[src/hw/rtl/spq_pkg.sv]
// spq_pkg: shared types and codes for the sorted priority queue.
// Used by spq_cell and sorted_priority_queue_top; no dependencies.
package spq_pkg;

	localparam int QUEUE_DEPTH = 16;
	localparam int VALUE_W     = 32;
	localparam int PRIO_W      = 16;
	localparam int STATUS_W    = 2;
	localparam int OCC_W       = 5;

	localparam logic OP_INSERT = 1'b0;
	localparam logic OP_REMOVE = 1'b1;

	localparam logic [STATUS_W-1:0] ST_OK    = 2'd0;
	localparam logic [STATUS_W-1:0] ST_EMPTY = 2'd1;
	localparam logic [STATUS_W-1:0] ST_FULL  = 2'd2;

	typedef struct packed {
		logic signed [VALUE_W-1:0] value;
		logic        [PRIO_W-1:0]  prio;
	} entry_t;

	// broadcast from the queue control to every cell
	typedef struct packed {
		logic   ins;
		logic   rem;
		entry_t entry;
	} cell_ctrl_t;

endpackage

[src/hw/rtl/sorted_priority_queue_top.sv]
// sorted_priority_queue_top: bounded priority queue built from a chain of spq_cell slots.
// Depends on spq_pkg and spq_cell.
//
// Takes one insert or remove beat per clock cycle and returns one result beat for each,
// in the cycle after acceptance. Entries are kept sorted in a row of DEPTH cells, slot 0
// holding the smallest priority number; every cell compares its own priority with the
// incoming one in parallel, so an insert or remove takes the same time whatever the fill
// level. Equal priorities leave in arrival order. A result waits in an output register;
// the input stalls only while that register is full and the output is stalled.
// Insert on a full queue reports status full, remove on an empty queue status empty; both
// leave the queue unchanged. occupancy gives the count after the operation.
module sorted_priority_queue_top #(
	parameter int DEPTH = spq_pkg::QUEUE_DEPTH
) (
	input  logic                                clk,
	input  logic                                arst_n,
	input  logic                                in_valid,
	output logic                                in_stall,
	input  logic                                opcode,
	input  logic signed [spq_pkg::VALUE_W-1:0]  in_value,
	input  logic        [spq_pkg::PRIO_W-1:0]   in_priority,
	output logic                                out_valid,
	input  logic                                out_stall,
	output logic        [spq_pkg::STATUS_W-1:0] status,
	output logic signed [spq_pkg::VALUE_W-1:0]  out_value,
	output logic        [spq_pkg::PRIO_W-1:0]   out_priority,
	output logic        [spq_pkg::OCC_W-1:0]    occupancy
);
	import spq_pkg::*;

	localparam int CNT_W = $clog2(DEPTH + 1);

	logic [CNT_W-1:0] count_q;
	logic             out_valid_q;
	logic [STATUS_W-1:0] status_q;
	entry_t           head_q;
	logic [CNT_W-1:0] count_nxt;
	logic [CNT_W+OCC_W-1:0] count_ext;

	logic       accept;
	logic       is_full;
	logic       is_empty;
	cell_ctrl_t ctrl;

	entry_t     entries [DEPTH];
	logic [DEPTH-1:0] keeps;

	assign in_stall = out_valid_q && out_stall;
	assign accept   = in_valid && !in_stall;
	assign is_full  = (count_q == CNT_W'(DEPTH));
	assign is_empty = (count_q == '0);

	assign ctrl.ins         = accept && (opcode == OP_INSERT) && !is_full;
	assign ctrl.rem         = accept && (opcode == OP_REMOVE) && !is_empty;
	assign ctrl.entry.value = in_value;
	assign ctrl.entry.prio  = in_priority;

	always_comb begin
		count_nxt = count_q;
		if (ctrl.ins) begin
			count_nxt = count_q + 1'b1;
		end else if (ctrl.rem) begin
			count_nxt = count_q - 1'b1;
		end
	end

	for (genvar i = 0; i < DEPTH; i++) begin : g_cell
		logic   occ;
		logic   left_keep;
		entry_t left_entry;
		entry_t right_entry;

		assign occ = (CNT_W'(i) < count_q);

		if (i == 0) begin : g_first
			assign left_keep  = 1'b1;
			assign left_entry = '0;
		end else begin : g_mid
			assign left_keep  = keeps[i-1];
			assign left_entry = entries[i-1];
		end

		if (i == DEPTH - 1) begin : g_last
			assign right_entry = '0;
		end else begin : g_inner
			assign right_entry = entries[i+1];
		end

		spq_cell u_cell (
			.clk         (clk),
			.ctrl        (ctrl),
			.occ         (occ),
			.left_keep   (left_keep),
			.left_entry  (left_entry),
			.right_entry (right_entry),
			.keep        (keeps[i]),
			.entry       (entries[i])
		);
	end

	always_ff @(posedge clk or negedge arst_n) begin
		if (!arst_n) begin
			count_q     <= '0;
			out_valid_q <= 1'b0;
		end else begin
			count_q <= count_nxt;
			if (accept) begin
				out_valid_q <= 1'b1;
			end else if (!out_stall) begin
				out_valid_q <= 1'b0;
			end
		end
	end

	// result payload, loaded with each accepted beat
	always_ff @(posedge clk) begin
		if (accept) begin
			head_q <= ctrl.rem ? entries[0] : '0;
			if (opcode == OP_INSERT) begin
				status_q <= is_full ? ST_FULL : ST_OK;
			end else begin
				status_q <= is_empty ? ST_EMPTY : ST_OK;
			end
		end
	end

	logic [CNT_W-1:0] occ_q;
	always_ff @(posedge clk) begin
		if (accept) begin
			occ_q <= count_nxt;
		end
	end

	assign count_ext    = {{OCC_W{1'b0}}, occ_q};
	assign out_valid    = out_valid_q;
	assign status       = status_q;
	assign out_value    = head_q.value;
	assign out_priority = head_q.prio;
	assign occupancy    = count_ext[OCC_W-1:0];

	a_count_bound: assert property (@(posedge clk) disable iff (!arst_n)
		count_q <= CNT_W'(DEPTH))
		else $error("entry count above depth");

	a_full_hold: assert property (@(posedge clk) disable iff (!arst_n)
		accept && (opcode == OP_INSERT) && is_full |=> $stable(count_q) && status == ST_FULL)
		else $error("insert on full queue changed the count");

	a_empty_report: assert property (@(posedge clk) disable iff (!arst_n)
		out_valid && status == ST_EMPTY |-> occ_q == '0)
		else $error("empty status with nonzero occupancy");

	a_result_follows: assert property (@(posedge clk) disable iff (!arst_n)
		accept |=> out_valid_q && occ_q == count_q)
		else $error("result beat missing or occupancy out of step");

	a_keep_prefix: assert property (@(posedge clk) disable iff (!arst_n)
		$onehot0(keeps ^ {keeps[DEPTH-2:0], 1'b1}))
		else $error("cells kept in place do not form a prefix");

endmodule

[src/hw/rtl/spq_cell.sv]
// spq_cell: one slot of the sorted chain, holds one entry.
// Depends on spq_pkg; instantiated in a row by sorted_priority_queue_top.
module spq_cell (
	input  logic               clk,
	input  spq_pkg::cell_ctrl_t ctrl,
	input  logic               occ,
	input  logic               left_keep,
	input  spq_pkg::entry_t    left_entry,
	input  spq_pkg::entry_t    right_entry,
	output logic               keep,
	output spq_pkg::entry_t    entry
);
	import spq_pkg::*;

	entry_t entry_q;

	// an occupied slot whose priority is lower or equal stays in place on insert
	assign keep  = occ && (entry_q.prio <= ctrl.entry.prio);
	assign entry = entry_q;

	always_ff @(posedge clk) begin
		if (ctrl.ins) begin
			if (!keep) begin
				// first slot that moves takes the new entry, the rest shift right
				entry_q <= left_keep ? ctrl.entry : left_entry;
			end
		end else if (ctrl.rem) begin
			entry_q <= right_entry;
		end
	end

endmodule
[config.mk]
export PLATFORM = sky130hd
export DESIGN_NAME = sorted_priority_queue_top
export DESIGN_NICKNAME = d
export VERILOG_FILES = /design/src/hw/rtl/spq_pkg.sv /design/src/hw/rtl/sorted_priority_queue_top.sv /design/src/hw/rtl/spq_cell.sv
export SDC_FILE = /design/constraint.sdc
export NUM_CORES = 2
export LEC_CHECK = 0
export ABC_AREA = 1
export BUFFER_PORTS_ARGS = -buffer_cell sky130_fd_sc_hd__buf_2
export CORE_MARGIN = 2
export CORE_UTILIZATION = 40
export DETAILED_ROUTE_END_ITERATION = 12
export PLACE_DENSITY = 0.51
export SLEW_MARGIN = 10
export SYNTH_ARGS = -nofsm -noshare
export SYNTH_HDL_FRONTEND = slang
export SYNTH_SLANG_ARGS = --single-unit
[constraint.sdc]
create_clock -name clk -period 6.4 [get_ports clk]
set_input_delay 0.32 -clock clk [delete_from_list [all_inputs] [get_ports clk]]
set_output_delay 0.32 -clock clk [all_outputs]
set_load 0.02 [all_outputs]
==> impl_metrics.csv <==
group,metric,value,unit
yosys,synth_simple_gate_area_share,0.318,
route,route.detailed.drc,0,
clock_network,root_buffer,"clkbuf_16",
clock_network,htree_levels,3,
setup_path,worstPathArrival,4.73,ns
yosys,syn_avg_cell_area,7.58,µm²
clock_network,cts.reportedPaths.clkPinSlew,0.06,ns
yosys,yosysSeqAreaShare,0.500,
timing,rsz0062_at_grt,"no",
hold_path,hold_path.class,"input port to register",
setup_path,cp_slowest_stage_delay,0.72,ns
yosys,yosys_warnings,0,
power_and_ir_drop,pwr-share-clk,0.283,
timing,max_freq,227,MHz
die,rows,129,
setup_path,end_kind,"register",
yosys,synth_top_cell_area_share,0.497,
place,dp_hpwl,93.9,mm
yosys,synth.net_count,6867,
finish,drive_above_1_share,0.0593,
power_and_ir_drop,pwr-share-comb,0.302,
timing,hold_violations,0,
route,avgViaCountPerCell,4.64,
yosys,synth-compound-area-share,0.0252,
grt,grt_overflow,0,
route,antenna_left,0,
power_and_ir_drop,finalPower,19200,µW
clock_network,cts_setup_buffers,0,
power_and_ir_drop,p_int,12200,µW
finish,multi_input_area,0.0205,mm²
die,core,0.123,mm²
route,wl,132,mm
yosys,netlist-cell-type-count,30,
setup_path,critPathRequiredTime,6.73,ns
power_and_ir_drop,pwr_density_cell,351,mW/mm²
finish,syn_to_final_growth,9.72,%
timing,drv_slew,0,
yosys,synth_seq_cells,829,
yosys,syn-instance-count,6555,
finish,fill_cells,12500,
clock_network,cts_tree,"built",
clock_network,cts_resized,0,
setup_path,crit_slowest_cell,"buf_4",
yosys,muxShareOfSynthArea,0,
route,first_pass_iters,5,
setup_path,crit_buf_inv,4,
finish,final-seq-area,0.0249,mm²
grt,grt_pass1_wl,213,mm
die,fp.dieW,357,µm
power_and_ir_drop,swShare,0.363,
setup_path,critPathKind,"register to register",
clock_network,clock_path_buffers,3,
grt,grt_util_all_layers,0.209,
timing,fin_crit,4.40,ns
grt,grt_pass1_vias,37200,
timing,fin_skew,0.0279,ns
clock_network,insertion_delay,0.69,ns
die,die-area,0.127,mm²
grt,antenna_found_initial,1,
setup_path,worstPathCellList,"inv_1, ha_1, nand3_1, nand2_8, inv_8, buf_4, nand2_2, nand2_2, buf_4",
yosys,synth_fa_ha_area_frac,0.0652,
timing,setup_viol,0,
route,dr_total_vias,38100,
clock_network,cts_buffers,97,
setup_path,critical-path-top-delay-family,"buffers and inverters",
yosys,yosys-top-cells-area,"edfxtp_1, nand2_1, ha_1",
yosys,synth-xor-area-share,0.000528,
outcome,outcome,"finished, final reports clean",
power_and_ir_drop,power_frac_seq,0.416,
finish,final_util,0.442,
setup_path,crit_fanout,109,
place,port_buffers,109,
yosys,yosys.area.top_type,"edfxtp_1",
power_and_ir_drop,ir_drop,0.196,mV
timing,max-slew-margin-rel,0.232,
die,pin_count,110,
place,gp_congestion,0.826,
die,initial_utilization,0.403,
timing,post-route-period-util,0.688,
setup_path,start_kind,"register",
yosys,synth_top_family_by_area,"simple AND/OR/NAND/NOR gates",
route,drt-wirelength-per-cell,16.1,µm
grt,grt_max_degree,110,
run,drv_cap,0,
timing,setup_total_negative_slack,0,ns
power_and_ir_drop,leakagePower,0.0305,µW
timing,tightest_slew,1.15,ns
yosys,synth_area,0.0497,mm²
die,dieHeight,357,µm
route,dr.first_iter.drc_count,3169,
clock_network,cts_sinks,829,
finish,nets,6834,
finish,antenna_cells,0,
power_and_ir_drop,power.switching,6950,µW
==> layout make-up <==
cell class                 instances  share of cell area
sequential                       829               0.456
inverter                         812              0.0560
timing repair buffer             176              0.0197
clock buffer                     120              0.0466
tap                             1637              0.0375
clock inverter                    49             0.00865
multi-input combinational       4606               0.376
==> worst paths after layout <==
check                                             from                     endpoint  slack [ns]  depth (start not counted)
setup / recovery                            count_q[0]    g_cell[8].u_cell.entry[6]        2.00                          9
hold / removal                            in_value[31]  g_cell[15].u_cell.entry[47]        0.07                          5
setup reg to reg                            count_q[0]    g_cell[8].u_cell.entry[6]        2.00                          9
hold reg to reg            g_cell[15].u_cell.entry[43]  g_cell[14].u_cell.entry[43]        0.51                          2
max in group asynchronous                       arst_n                   count_q[0]        5.57                          3
min in group asynchronous                       arst_n                   count_q[3]        0.60                          3
==> logic make-up (layout without fill, tap and decap cells) <==
| group | count (synthesis) | in the layout |
|---|---|---|
| DFF | 829 | 829 |
| buffers and inverters | 1120 | 1157 |
| xor gates and xnor gates | 3 | 3 |
| and+or+nand+nor | 4104 | 4104 |
| AOI/OAI and AO/OA | 240 | 240 |
| adders and majority gates | 259 | 259 |
==> worst register-to-register path, delay by kind of cell (launching register included) <==
kind	cells	cell delay [ns]
adder cells (fa/ha/maj)	1	0.27
buffers and inverters	4	2.05
flip-flops	1	0.48
AND/OR/NAND/NOR	4	1.25
==> metal layers <==
layer	up-vias	track usage	part of all wire	wire length, µm
met5	-	0	0.000053	7
met4	2	0.0473	0.017	2220
met3	126	0.0263	0.056	7350
met2	867	0.297	0.40	52300
met1	17000	0.332	0.53	70500
li1	20100	-	-	-
==> placed cells by master (no fill, tap or decap), types with 61 or more instances in the layout <==
cell type	count
a21oi_1	145
buf_2	109
buf_4	61
clkbuf_16	97
edfxtp_1	823
ha_1	259
inv_1	806
nand2_1	3719
nand3_1	81
nor2_1	181
o21ai_0	72
==> state kept, by name, indices dropped and copies added, names as in the netlist <==
register             flops
g_cell.u_cell.entry    768
occupancy                5
out_valid                1
out_value               32
status                   2
out_priority            16
count_q                  5
==> cells in the mapped netlist (all sizes together) <==
| cell type | instances |
|---|---|
| a21o | 14 |
| a21oi | 145 |
| a31oi | 2 |
| a41oi | 2 |
| buf | 138 |
| clkbuf | 170 |
| dfrtp | 6 |
| edfxtp | 823 |
| ha | 259 |
| inv | 812 |
| nand2 | 3805 |
| nand3 | 81 |
| nand4 | 16 |
| nor2 | 185 |
| nor3 | 17 |
| o21a | 1 |
| o21ai | 74 |
| o31ai | 2 |
| xor2 | 3 |
==> what timing repair did <==
item,in CTS,in global routing
hold buffers,5,0
setup endpoints to repair,0,0
hold endpoints to repair,9,0
==> power groups by stage <==
stage | sequential (µW) | clock [µW] | combinational [µW]
2_1_floorplan | 7930 | 0 | 4220
5_1_grt | 8070 | 5750 | 6720
4_1_cts | 7960 | 5560 | 5820
3_3_place_gp | 8040 | 0 | 5720
3_5_place_dp | 8070 | 0 | 5780
6_report | 7960 | 5420 | 5780
==> stage by stage <==
step | instances | instance area [µm²] | setup WS (ns) | hold WS [ns]
after floorplan | 6555 | 49700 | 0.493 | 0.0244
after global placement | 8055 | 51500 | 1.96 | 0.153
after detailed placement | 8055 | 51500 | 1.89 | 0.160
after CTS | 8229 | 54500 | 2.01 | 0.0286
after global routing | 8229 | 54500 | 1.72 | 0.109
final | 8229 | 54500 | 2.00 | 0.0736
Power figures use the tool's default switching activity.
